[src/hw/rtl/las_pkg.sv]
// las_pkg: shared types, constants and character-class helpers for the
// loop attribute scanner; no dependencies
package las_pkg;

    localparam int BYTE_W  = 8;
    localparam int LIMIT_W = 32;
    localparam int COUNT_W = 34;

    localparam logic [LIMIT_W-1:0] LIMIT_RESET = 32'd32;
    localparam logic [COUNT_W-1:0] COUNT_CAP   = 34'd1000000000;

    localparam logic [1:0] VERDICT_NONE     = 2'd0;
    localparam logic [1:0] VERDICT_CONFLICT = 2'd1;
    localparam logic [1:0] VERDICT_OVER     = 2'd2;

    localparam logic KIND_UNROLL = 1'b0;
    localparam logic KIND_LOOP   = 1'b1;

    typedef struct packed {
        logic [BYTE_W-1:0] code;
        logic              last;
    } las_item_t;

    function automatic logic is_ws(input logic [BYTE_W-1:0] c);
        return c inside {8'h20, 8'h09, 8'h0d, 8'h0a};
    endfunction

    function automatic logic is_digit(input logic [BYTE_W-1:0] c);
        return c inside {[8'h30:8'h39]};
    endfunction

    function automatic logic is_ident(input logic [BYTE_W-1:0] c);
        return c inside {[8'h61:8'h7a], [8'h41:8'h5a], [8'h30:8'h39], 8'h5f};
    endfunction

    function automatic logic [2:0] kw_len(input logic kind);
        return (kind == KIND_LOOP) ? 3'd4 : 3'd6;
    endfunction

    function automatic logic [BYTE_W-1:0] kw_char(input logic kind, input logic [2:0] pos);
        logic [BYTE_W-1:0] ch;
        ch = 8'h00;
        if (kind == KIND_LOOP)
        begin
            case (pos)
                3'd0:    ch = "l";
                3'd1:    ch = "o";
                3'd2:    ch = "o";
                3'd3:    ch = "p";
                default: ch = 8'h00;
            endcase
        end
        else
        begin
            case (pos)
                3'd0:    ch = "u";
                3'd1:    ch = "n";
                3'd2:    ch = "r";
                3'd3:    ch = "o";
                3'd4:    ch = "l";
                3'd5:    ch = "l";
                default: ch = 8'h00;
            endcase
        end
        return ch;
    endfunction

endpackage

[src/hw/rtl/las_in_reg.sv]
// las_in_reg: input register stage for the byte channel
// depends on las_pkg
module las_in_reg (
    input  logic                  clk,
    input  logic                  rst_n,
    input  logic                  in_valid,
    output logic                  in_ready,
    input  las_pkg::las_item_t    in_item,
    output logic                  item_valid,
    input  logic                  item_ready,
    output las_pkg::las_item_t    item
);
    import las_pkg::*;

    logic      valid_reg;
    las_item_t item_reg;

    assign in_ready   = !valid_reg || item_ready;
    assign item_valid = valid_reg;
    assign item       = item_reg;

    always_ff @(posedge clk or negedge rst_n)
    begin
        if (!rst_n)
        begin
            valid_reg <= 1'b0;
        end
        else if (in_ready)
        begin
            valid_reg <= in_valid;
        end
    end

    always_ff @(posedge clk)
    begin
        if (in_valid && in_ready)
        begin
            item_reg <= in_item;
        end
    end

endmodule

[src/hw/rtl/las_scan.sv]
// las_scan: scan state machine, count accumulator and result register
// depends on las_pkg
module las_scan (
    input  logic                           clk,
    input  logic                           rst_n,
    input  logic                           item_valid,
    output logic                           item_ready,
    input  las_pkg::las_item_t             item,
    input  logic [las_pkg::LIMIT_W-1:0]    limit,
    output logic                           out_valid,
    input  logic                           out_ready,
    output logic [1:0]                     verdict,
    output logic                           saw_unroll,
    output logic                           saw_loop,
    output logic                           saw_count,
    output logic [las_pkg::COUNT_W-1:0]    unroll_count
);
    import las_pkg::*;

    typedef enum logic [2:0] {
        PH_IDLE,
        PH_OPEN,
        PH_KW,
        PH_AFTKW,
        PH_ARG,
        PH_DIGITS
    } phase_t;

    phase_t             phase_reg, phase_next;
    logic               kind_reg, kind_next;
    logic [2:0]         pos_reg, pos_next;
    logic               unroll_reg, unroll_next;
    logic               loop_reg, loop_next;
    logic               paren_reg, paren_next;
    logic [COUNT_W-1:0] acc_reg, acc_next;
    logic [COUNT_W-1:0] stored_reg, stored_next;

    logic               out_valid_reg;
    logic [1:0]         verdict_reg, verdict_next;
    logic               fin_unroll, fin_loop;
    logic [1:0]         res_verdict;

    logic [BYTE_W-1:0]  c;
    logic               take;
    logic               do_after;
    logic               do_digit;

    assign c          = item.code;
    assign item_ready = !item.last || !out_valid_reg || out_ready;
    assign take       = item_valid && item_ready;

    always_comb
    begin
        phase_next  = phase_reg;
        kind_next   = kind_reg;
        pos_next    = pos_reg;
        unroll_next = unroll_reg;
        loop_next   = loop_reg;
        paren_next  = paren_reg;
        acc_next    = acc_reg;
        stored_next = stored_reg;
        do_after    = 1'b0;
        do_digit    = 1'b0;

        if (c == "[")
        begin
            if (phase_reg == PH_KW && pos_reg == kw_len(kind_reg))
            begin
                if (kind_reg == KIND_LOOP)
                    loop_next = 1'b1;
                else
                    unroll_next = 1'b1;
            end
            phase_next = PH_OPEN;
            pos_next   = 3'd0;
        end
        else
        begin
            case (phase_reg)
                PH_OPEN:
                begin
                    if (is_ws(c))
                    begin
                        phase_next = PH_OPEN;
                    end
                    else if (c == "u")
                    begin
                        kind_next  = KIND_UNROLL;
                        pos_next   = 3'd1;
                        phase_next = PH_KW;
                    end
                    else if (c == "l")
                    begin
                        kind_next  = KIND_LOOP;
                        pos_next   = 3'd1;
                        phase_next = PH_KW;
                    end
                    else
                    begin
                        phase_next = PH_IDLE;
                    end
                end
                PH_KW:
                begin
                    if (pos_reg < kw_len(kind_reg))
                    begin
                        if (c == kw_char(kind_reg, pos_reg))
                            pos_next = pos_reg + 3'd1;
                        else
                            phase_next = PH_IDLE;
                    end
                    else if (is_ident(c))
                    begin
                        phase_next = PH_IDLE;
                    end
                    else if (kind_reg == KIND_LOOP)
                    begin
                        loop_next  = 1'b1;
                        phase_next = PH_IDLE;
                    end
                    else
                    begin
                        unroll_next = 1'b1;
                        do_after    = 1'b1;
                    end
                end
                PH_AFTKW:
                begin
                    do_after = 1'b1;
                end
                PH_ARG:
                begin
                    if (is_ws(c))
                    begin
                        phase_next = PH_ARG;
                    end
                    else if (is_digit(c))
                    begin
                        do_digit   = 1'b1;
                        phase_next = PH_DIGITS;
                    end
                    else
                    begin
                        phase_next = PH_IDLE;
                    end
                end
                PH_DIGITS:
                begin
                    if (is_digit(c))
                        do_digit = 1'b1;
                    else
                        phase_next = PH_IDLE;
                end
                default:
                begin
                    phase_next = PH_IDLE;
                end
            endcase
        end

        // whitespace or argument after the unroll keyword
        if (do_after)
        begin
            if (is_ws(c))
            begin
                phase_next = PH_AFTKW;
            end
            else if (c == "(")
            begin
                paren_next = 1'b1;
                acc_next   = '0;
                phase_next = PH_ARG;
            end
            else
            begin
                phase_next = PH_IDLE;
            end
        end

        // times ten plus digit, held once the cap is reached
        if (do_digit)
        begin
            if (acc_reg < COUNT_CAP)
                acc_next = (acc_reg << 3) + (acc_reg << 1)
                         + {{(COUNT_W-4){1'b0}}, c[3:0]};
            stored_next = acc_next;
        end
    end

    // verdict for a transaction that ends the prefix
    always_comb
    begin
        fin_unroll = unroll_next;
        fin_loop   = loop_next;
        if (phase_next == PH_KW && pos_next == kw_len(kind_next))
        begin
            if (kind_next == KIND_LOOP)
                fin_loop = 1'b1;
            else
                fin_unroll = 1'b1;
        end
        if (fin_unroll && fin_loop)
            res_verdict = VERDICT_CONFLICT;
        else if (paren_next && stored_next > {{(COUNT_W-LIMIT_W){1'b0}}, limit})
            res_verdict = VERDICT_OVER;
        else
            res_verdict = VERDICT_NONE;
        verdict_next = res_verdict;
    end

    always_ff @(posedge clk or negedge rst_n)
    begin
        if (!rst_n)
        begin
            phase_reg     <= PH_IDLE;
            kind_reg      <= KIND_UNROLL;
            pos_reg       <= 3'd0;
            unroll_reg    <= 1'b0;
            loop_reg      <= 1'b0;
            paren_reg     <= 1'b0;
            acc_reg       <= '0;
            stored_reg    <= '0;
            out_valid_reg <= 1'b0;
            verdict_reg   <= VERDICT_NONE;
            saw_unroll    <= 1'b0;
            saw_loop      <= 1'b0;
            saw_count     <= 1'b0;
            unroll_count  <= '0;
        end
        else
        begin
            if (take && item.last)
                out_valid_reg <= 1'b1;
            else if (out_ready)
                out_valid_reg <= 1'b0;
            if (take)
            begin
                if (item.last)
                begin
                    phase_reg     <= PH_IDLE;
                    kind_reg      <= KIND_UNROLL;
                    pos_reg       <= 3'd0;
                    unroll_reg    <= 1'b0;
                    loop_reg      <= 1'b0;
                    paren_reg     <= 1'b0;
                    acc_reg       <= '0;
                    stored_reg    <= '0;
                    verdict_reg   <= verdict_next;
                    saw_unroll    <= fin_unroll;
                    saw_loop      <= fin_loop;
                    saw_count     <= paren_next;
                    unroll_count  <= stored_next;
                end
                else
                begin
                    phase_reg  <= phase_next;
                    kind_reg   <= kind_next;
                    pos_reg    <= pos_next;
                    unroll_reg <= unroll_next;
                    loop_reg   <= loop_next;
                    paren_reg  <= paren_next;
                    acc_reg    <= acc_next;
                    stored_reg <= stored_next;
                end
            end
        end
    end

    assign out_valid = out_valid_reg;
    assign verdict   = verdict_reg;

endmodule

[src/hw/rtl/loop_attribute_scanner.sv]
// loop_attribute_scanner: scans prefix bytes for unroll and loop attributes
// result path: the last byte of a prefix passes the input register, then the scan sets the result register
// throughput: one byte per cycle while no held result stalls input, set by the single-pass scan step and count update
// a held result stalls input only when the waiting byte is a last byte
// reset: asynchronous active-low rst_n clears the scan state, output valid, limit to 32
// depends on las_pkg, las_in_reg, las_scan
module loop_attribute_scanner (
    input  logic                           clk,
    input  logic                           rst_n,
    input  logic                           in_valid,
    output logic                           in_ready,
    input  logic [las_pkg::BYTE_W-1:0]     in_byte,
    input  logic                           last_byte,
    output logic                           out_valid,
    input  logic                           out_ready,
    output logic [1:0]                     verdict,
    output logic                           saw_unroll,
    output logic                           saw_loop,
    output logic                           saw_count,
    output logic [las_pkg::COUNT_W-1:0]    unroll_count,
    input  logic                           cfg_we,
    input  logic [las_pkg::LIMIT_W-1:0]    cfg_wdata
);
    import las_pkg::*;

    logic [LIMIT_W-1:0] limit_reg;
    las_item_t          in_item;
    las_item_t          item;
    logic               item_valid;
    logic               item_ready;

    always_ff @(posedge clk or negedge rst_n)
    begin
        if (!rst_n)
            limit_reg <= LIMIT_RESET;
        else if (cfg_we)
            limit_reg <= cfg_wdata;
    end

    assign in_item.code = in_byte;
    assign in_item.last = last_byte;

    las_in_reg u_in_reg (
        .clk        (clk),
        .rst_n      (rst_n),
        .in_valid   (in_valid),
        .in_ready   (in_ready),
        .in_item    (in_item),
        .item_valid (item_valid),
        .item_ready (item_ready),
        .item       (item)
    );

    las_scan u_scan (
        .clk          (clk),
        .rst_n        (rst_n),
        .item_valid   (item_valid),
        .item_ready   (item_ready),
        .item         (item),
        .limit        (limit_reg),
        .out_valid    (out_valid),
        .out_ready    (out_ready),
        .verdict      (verdict),
        .saw_unroll   (saw_unroll),
        .saw_loop     (saw_loop),
        .saw_count    (saw_count),
        .unroll_count (unroll_count)
    );

    a_conflict_flags: assert property (@(posedge clk) disable iff (!rst_n)
        out_valid && verdict == VERDICT_CONFLICT |-> saw_unroll && saw_loop)
        else $error("conflict verdict without both attributes");

    a_over_limit: assert property (@(posedge clk) disable iff (!rst_n)
        out_valid && verdict == VERDICT_OVER |->
            saw_count && !(saw_unroll && saw_loop)
            && unroll_count > {{(COUNT_W-LIMIT_W){1'b0}}, limit_reg})
        else $error("over-limit verdict not backed by count");

    a_verdict_code: assert property (@(posedge clk) disable iff (!rst_n)
        out_valid |-> verdict == VERDICT_NONE || verdict == VERDICT_CONFLICT
                      || verdict == VERDICT_OVER)
        else $error("undefined verdict code");

    a_count_bound: assert property (@(posedge clk) disable iff (!rst_n)
        out_valid |-> unroll_count < 34'd10000000000)
        else $error("unroll count beyond saturation bound");

endmodule

[config.mk]
export PLATFORM = sky130hd
export DESIGN_NAME = loop_attribute_scanner
export DESIGN_NICKNAME = d
export VERILOG_FILES = /design/src/hw/rtl/las_pkg.sv /design/src/hw/rtl/las_in_reg.sv /design/src/hw/rtl/las_scan.sv /design/src/hw/rtl/loop_attribute_scanner.sv
export SDC_FILE = /design/constraint.sdc
export NUM_CORES = 1
export LEC_CHECK = 0
export BUFFER_PORTS_ARGS = -buffer_cell sky130_fd_sc_hd__buf_4
export CORE_MARGIN = 2
export CORE_UTILIZATION = 47
export DETAILED_ROUTE_END_ITERATION = 12
export PLACE_DENSITY = 0.65
export SYNTH_ARGS = -nofsm -noshare
export SYNTH_HDL_FRONTEND = slang
export SYNTH_SLANG_ARGS = --single-unit
[constraint.sdc]
create_clock -name clk -period 6.3 [get_ports clk]
set_input_delay 0 -clock clk [delete_from_list [all_inputs] [get_ports clk]]
set_output_delay 0 -clock clk [all_outputs]
set_load 0.05 [all_outputs]
==> summary.txt, run 1 <==
Timing
  • Final number of setup-violating endpoints: 0
  • WHS: 0.0244 ns
  • Rel. slew slack: 36.9%
  • Final Skew: 0.0148 ns
  • Min Clock Period, post-route: 5.49 ns
  • Max Clk Rate: 182 MHz
  • Slew Viols, Final: 0
  • Tcrit/Tclk final: 87.1%
  • Endpoints failing hold: 0
  • Slew @ Worst Pin: 0.946 ns
  • Fin Setup TNS: 0 ns
  • RSZ-0062 raised after global routing: false

Detailed routing
  • DR pass1 iterations: 5
  • Drt wl/cell: 19.4 µm
  • Via count: 9079
  • Drt initial violations: 678
  • Final antenna-violating net count: 0
  • Final wirelength: 30300 µm
  • Vias per cell: 5.80
  • DRC Markers: 0

Finish
  • Area grow syn2layout: 19.0%
  • Final Core Density: 56.7%
  • Fill cells: 1964
  • Post-route cell area: 0.0123 mm²
  • Share of cells above drive strength 1: 14.0%
  • Total Nets Final: 1420

Floorplanning
  • I/O pin total: 87
  • CORE AREA: 0.0218 mm²
  • Die X: 153 µm
  • Row Count: 54
  • Initial core utilization: 47.7%
  • Die Ht: 153 µm
  • Die Area: 0.0233 mm²

Place
  • Placed cell area: 0.0113 mm²
  • Routability Congestion: 0.944
  • Port bufs: 86
  • Placed wire-length estimate: 21900 µm

Pwr
  • Pwr Density: 190 mW/mm²
  • Maximum vdd drop: 0.000181 V
  • Leak pwr: 6.10 nW

Clock network
  • H-tree levels: 4
  • PostCTS Resize Cnt: 0
  • Clk_lat worst skew: 0.44 ns
  • CTS tree: done
  • Root Buffer Master: clkbuf_16
  • Hold buffers post-CTS: 44
  • Longest Clk Path Bufs: 2
  • Clk pin slew, worst setup/hold paths: 0.07 ns
  • Clock sinks: 160
  • Number of buffers created by CTS: 17
  • Setup bufs post-CTS: 0

Yosys
  • Warnings, synthesis: 0
  • Avg Inst Size Synth: 9.01 µm²
  • Flops & latches, synth: 160
  • Cell area after synthesis: 0.0104 mm²
  • EDFF count, synth: 9
  • Main flop type after synthesis: dfrtp_1
  • Yosys cell types: 90
  • Post-synth ARST share: 94.4%
  • Top post-synthesis cells by area: dfrtp_1 36%, ha_1 12%, nand2_1 6.7%
  • Cells after Synth: 1151
  • Synth area leader: dfrtp_1
  • Sequential area share after synthesis: 39.1%
  • Share of the synthesized area in the top cell type: 36.2%
  • Post-Synthesis Net Count: 1299

Global routing
  • Initial antenna violation count: 1
  • First-pass GRT wire length: 48700 µm
  • Vias in the first global route: 8820
  • Global-route usage over all layers: 26.5%
  • Largest net degree at the start of global routing: 78
  • Total gr overflow: 0

Setup path
  • Crit path launch: u_in_reg.item[4]
  • CP Launch Type: register
  • Critical Setup Path Class: reg2reg
  • CP Data Arrival Time: 5.87 ns
  • RR Startpoint: u_in_reg.item[4]
  • WP data required: 6.68 ns
  • Crit path max fanout: 12
  • CP Capture Type: register

Hold path
  • Hold Path Origin: cfg_we
  • Hold Path Class: in2reg

Job
  • Max-cap violation count: 0

Run status
  • Status: complete, no violations
[power breakdown]
part / switching [mW] / internal (mW) / leakage, nW
registers: 0.0177 / 1.06 / 2.13
logic: 0.138 / 0.0846 / 3.70
clock network: 0.480 / 0.555 / 0.276
total: 0.636 / 1.70 / 6.10
[metal layers]
layer  wire [µm]  GRT usage [%]  share of wire, %
met3        1840           5.09               6.1
met4         563           7.50               1.9
met5           0              0                 0
met2       13800           41.8                45
met1       14100           37.4                47
[Yosys cell counts (3+ instances only)]
library cell,number
a211o_1,3
a211oi_1,11
a21o_1,22
a21oi_1,55
a221o_1,3
a221oi_1,8
a221oi_2,5
a22o_1,29
a22oi_1,12
a311oi_1,3
a31oi_1,9
and2_1,6
and3_1,6
buf_2,5
buf_6,4
clkbuf_1,40
dfrtp_1,150
edfxtp_1,9
ha_1,100
inv_1,58
mux2_2,9
mux2i_1,6
nand2_1,184
nand2b_1,10
nand3_1,14
nand4_1,15
nor2_1,75
nor2b_1,13
nor3_1,14
nor3b_1,5
nor4_1,4
o211ai_1,5
o21a_1,11
o21ai_0,102
o21ai_1,19
o21ai_2,3
o21bai_1,7
o22ai_1,3
o31ai_1,14
o41ai_1,3
or3_1,3
or4_1,4
xnor2_1,19
xor2_1,11
[area by class of cell]
type / count / area (µm²) / area share, %
Multi-Input combinational cell: 880 / 5870 / 47.6
Sequential cell: 160 / 4050 / 32.8
Timing Repair Buffer: 154 / 1270 / 10.3
Clock buffer: 17 / 425 / 3.45
Tap cell: 280 / 350 / 2.84
Inverter: 59 / 224 / 1.82
Clock inverter: 14 / 145 / 1.18
Antenna cell: 1 / 2.50 / 0.0203
[final timing paths]
| check | to | cells past startpoint | slack [ns] |
|---|---|---|---|
| setup reg to reg | u_scan.verdict[1] | 19 | 0.81 |
| hold / removal | limit_reg[5] | 3 | 0.02 |
| max in group asynchronous | u_scan.unroll_count[9] | 3 | 4.63 |
| setup / recovery | u_scan.verdict[1] | 19 | 0.81 |
| min in group asynchronous | u_scan.pos_reg[1] | 2 | 0.18 |
| hold reg to reg | u_scan.stored_reg[23] | 2 | 0.48 |
[cell usage in the layout (no fill, tap or decap), types with 5 or more instances in the layout]
master,Yosys,layout
nand2b_1,10,10
ha_1,100,100
edfxtp_1,9,9
nor2b_1,13,13
dlygate4sd3_1,0,44
inv_1,58,58
nand3_1,14,14
a211oi_1,11,11
a22o_1,29,29
buf_4,0,109
nor3_1,14,14
a21oi_1,55,55
clkbuf_16,0,17
a21o_1,22,22
o21ai_0,102,101
o31ai_1,14,14
o21bai_1,7,7
a31oi_1,9,9
xor2_1,11,11
nand4_1,15,15
a221oi_1,8,8
and3_1,6,6
and2_1,6,6
a22oi_1,12,12
o211ai_1,5,5
mux2i_1,6,6
nor2_1,75,74
dfrtp_1,150,150
xnor2_1,19,19
o21ai_1,19,20
mux2_2,9,9
a221oi_2,5,5
o21a_1,11,11
nand2_1,184,184
[critical path, stage by stage, from the launching register on]
cell      delay, ns
edfxtp_1       0.59
fa_1           0.56
ha_1           0.31
a211oi_1       0.11
o21ai_2        0.26
a31oi_2        0.20
o41ai_1        0.83
a21oi_1        0.17
xnor2_1        0.18
a221oi_2       0.40
nor2_1         0.13
ha_1           0.32
nand4_1        0.14
nor3_1         0.21
nand2_1        0.10
o211ai_1       0.19
a211oi_1       0.07
or3_1          0.32
and4_1         0.20
a21oi_2        0.12
[through the flow]
step	power (mW)	cells	setup WS, ns
4_1_cts	2.35	1564	0.829
5_1_grt	2.42	1564	0.420
2_1_floorplan	1.21	1151	1.76
3_5_place_dp	1.30	1489	0.867
3_3_place_gp	1.30	1489	0.958
6_report	2.34	1565	0.810
[cell families after synthesis]
kind of cell	synth area share [%]
buf+inv	4.40
flops	39.1
simple gates	16.7
fa+ha+maj	12.5
mux	1.70
compound gates	23.1
xor+xnor	2.53
(Power assumes the default switching activity.)
==> inputs of run 2 (changes only) <==
- CELL_PAD_IN_SITES_DETAIL_PLACEMENT: not set -> 0
- CELL_PAD_IN_SITES_GLOBAL_PLACEMENT: not set -> 1
- CORE_UTILIZATION: 47 -> 35
- CTS_BUF_LIST: not set -> sky130_fd_sc_hd__clkbuf_4 sky130_fd_sc_hd__clkbuf_8
- PLACE_DENSITY: 0.65 -> not set
- PLACE_DENSITY_LB_ADDON: not set -> 0.1
==> summary.txt, run 2 (synthesis results as in run 1) <==
Setup path
  • Crit path launch: u_in_reg.item[4]
  • RR Startpoint: u_in_reg.item[4]
  • CP Capture Type: register
  • Reg2Reg Depth: 22 (+3)
  • CP Capture Point: u_scan.verdict[1]
  • CP max stage delay: 0.63 ns (-0.20 ns)
  • CP max stage cell: fa_1
  • CP Data Arrival Time: 5.83 ns (-0.04 ns)
  • CP cell instances: fa_1 -> inv_1 -> fa_1 -> nor2b_1 -> o2111ai_1 -> a21oi_1 -> nor2_1 -> o21ai_1 -> a21oi_1 -> xnor2_1 -> a22oi_1 -> a21o_1 -> inv_1 -> ha_1 -> nand4_1 -> nor3_1 -> nand2_1 -> o211ai_1 -> a211oi_1 -> or3_1 -> and4_1 -> a21oi_2
  • Critical Setup Path Class: reg2reg
  • CP Depth: 22 (+3)
  • Crit path max fanout: 12 (unchanged)
  • Flop-to-flop setup slack: 0.90 ns (+0.09 ns)
  • CP Launch Type: register
  • FF-to-FF End: u_scan.verdict[1]
  • Crit path max-delay family: compound AO/OA/AOI/OAI gates
  • WP data required: 6.72 ns (+0.04 ns)
  • CP Buf/Inv Count: 2 (+2)

Timing
  • Final number of setup-violating endpoints: 0 (unchanged)
  • Rel. slew slack: 42.2% (+5.3 points)
  • Max Clk Rate: 185 MHz (+1.6%)
  • Fin Setup TNS: 0 ns (unchanged)
  • Final Skew: 0.0243 ns (+0.00950 ns)
  • Slew @ Worst Pin: 0.867 ns (-0.0797 ns)
  • Min Clock Period, post-route: 5.40 ns (-0.0867 ns)
  • WHS: 0.0313 ns (+0.00686 ns)
  • Endpoints failing hold: 0 (unchanged)
  • Slew Viols, Final: 0 (unchanged)
  • Tcrit/Tclk final: 85.8% (-1.4 points)
  • RSZ-0062 raised after global routing: false

Global routing
  • Met2 usage: 34.8% (-7.1 points)
  • Largest net degree at the start of global routing: 90 (+15%)
  • Met1 Track Usage GR: 29.6% (-7.7 points)
  • First-pass GRT wire length: 50900 µm (+4.6%)
  • Gr busiest metal: met2
  • Vias in the first global route: 9028 (+2.4%)
  • Initial antenna violation count: 0 (-1)
  • Global-route usage over all layers: 21.4% (-5.1 points)
  • Total gr overflow: 0 (unchanged)
  • Met3 Use GR: 3.53% (-1.6 points)

Floorplanning
  • I/O pin total: 87 (unchanged)
  • Row Count: 63 (+17%)
  • CORE AREA: 0.0294 mm² (+35%)
  • Die Area: 0.0310 mm² (+33%)
  • Die X: 176 µm (+15%)
  • Die Ht: 176 µm (+15%)
  • Initial core utilization: 35.3% (-12 points)

Clock network
  • PostCTS Resize Cnt: 0 (unchanged)
  • Longest Clk Path Bufs: 2 (unchanged)
  • Clk pin slew, worst setup/hold paths: 0.10 ns (+0.03 ns)
  • H-tree levels: 4 (unchanged)
  • Clock sinks: 160 (unchanged)
  • Number of buffers created by CTS: 17 (unchanged)
  • CTS tree: done
  • Clk_lat worst skew: 0.49 ns (+0.05 ns)
  • Setup bufs post-CTS: 0 (unchanged)
  • Root Buffer Master: clkbuf_8

Detailed routing
  • DRC Markers: 0 (unchanged)
  • Drt initial violations: 626 (-7.7%)
  • Via count: 9067 (-0.13%)
  • Drt wl/cell: 18.9 µm (-2.2%)
  • Final wirelength: 32200 µm (+6.2%)
  • Final antenna-violating net count: 0 (unchanged)
  • Vias per cell: 5.34 (-8.0%)
  • DR pass1 iterations: 7 (+2)

Place
  • Placed cells: 1599 (+7.4%)
  • Placed wire-length estimate: 23600 µm (+7.8%)
  • Routability Congestion: 0.851 (-9.9%)
  • Port bufs: 86 (unchanged)

Pwr
  • Clock power frac: 38.1% (-6.2 points)
  • Internal Power: 1.54 mW (-9.8%)
  • Pwr Density: 169 mW/mm² (-11%)
  • Pwr Total: 2.12 mW (-9.4%)
  • Maximum vdd drop: 0.000114 V (-37%)
  • Sw frac: 27.5% (+0.30 points)
  • Comb pwr share: 11.0% (+1.5 points)
  • Leak pwr: 6.10 nW (about the same)
  • Net Sw Power: 0.583 mW (-8.4%)
  • Seq pwr share: 50.9% (+4.7 points)

Finish
  • Commonest non-fill, non-tap cell in the layout: nand2_1
  • Total Nets Final: 1444 (+1.7%)
  • Final Core Density: 42.7% (-14 points)
  • Layout Cells excl Fill: 1699 (+8.6%)
  • Share of cells above drive strength 1: 13.8% (-0.19 points)
  • Most frequent cells in the layout: 184 x nand2_1, 150 x dfrtp_1, 109 x buf_4
  • Diodes inserted: 0 (-1)
  • Area grow syn2layout: 21.0%

Hold path
  • Worst Hold Depth: 2 (-1)
  • Hold Path Class: in2reg

Job
  • Max-cap violation count: 0 (unchanged)

Run status
  • Status: complete, no violations
==> run 2: cell types whose count changed in the layout (fill, tap and decap cells not counted) <==
| cell | delta |
|---|---|
| bufinv_16 | +1 |
| clkbuf_16 | -17 |
| clkbuf_4 | +5 |
| clkbuf_8 | +17 |
| clkinv_4 | -2 |
| clkinvlp_4 | -1 |
| diode_2 | -1 |
| dlygate4sd3_1 | +24 |
| inv_4 | +1 |
| inv_6 | -1 |
| inv_8 | -2 |
| nor2_2 | -1 |
| nor2_4 | +1 |
==> run 2: final cells by class <==
class,count,area (µm²)
sequential,160,4050
fill,2984,16900
inverter,59,224
multi-input combinational,880,5870
timing repair buffer,178,1510
tap,390,488
clock inverter,10,125
clock buffer,22,272
==> run 2: worst min path at each step <==
stage | to | from | slack, ns
floorplan | limit_reg[0] | rst_n | -0.30
global placement | limit_reg[11] | rst_n | 0.16
detailed placement | limit_reg[11] | rst_n | 0.16
CTS | limit_reg[6] | cfg_we | 0.003
global route | limit_reg[29] | cfg_we | 0.04
finish | limit_reg[2] | cfg_we | 0.03
==> run 2: power by group through the flow <==
stage          logic, mW  registers [mW]  clock network, mW
2_1_floorplan      0.104            1.10                  0
3_3_place_gp       0.204            1.10                  0
3_5_place_dp       0.203            1.10                  0
4_1_cts            0.238            1.08              0.837
5_1_grt            0.261            1.08              0.881
6_report           0.234            1.08              0.807
==> run 2: per-layer routing <==
metal	wire length [µm]	vias to the layer above
li1	-	4438
met1	15700	4432
met2	14900	166
met3	1080	31
met4	556	0
met5	0	-
==> run 2: repair_timing <==
action                                  in CTS  in global routing
hold buffers                                68                  0
endpoints found under the setup margin       0                  0
hold endpoints to repair                   130                  0
==> run 2: through the flow <==
stage | cell area (µm²) | setup WS (ns)
2_1_floorplan | 10400 | 1.76
3_3_place_gp | 11500 | 0.837
3_5_place_dp | 11500 | 0.868
4_1_cts | 12500 | 0.865
5_1_grt | 12500 | 0.436
6_report | 12500 | 0.896
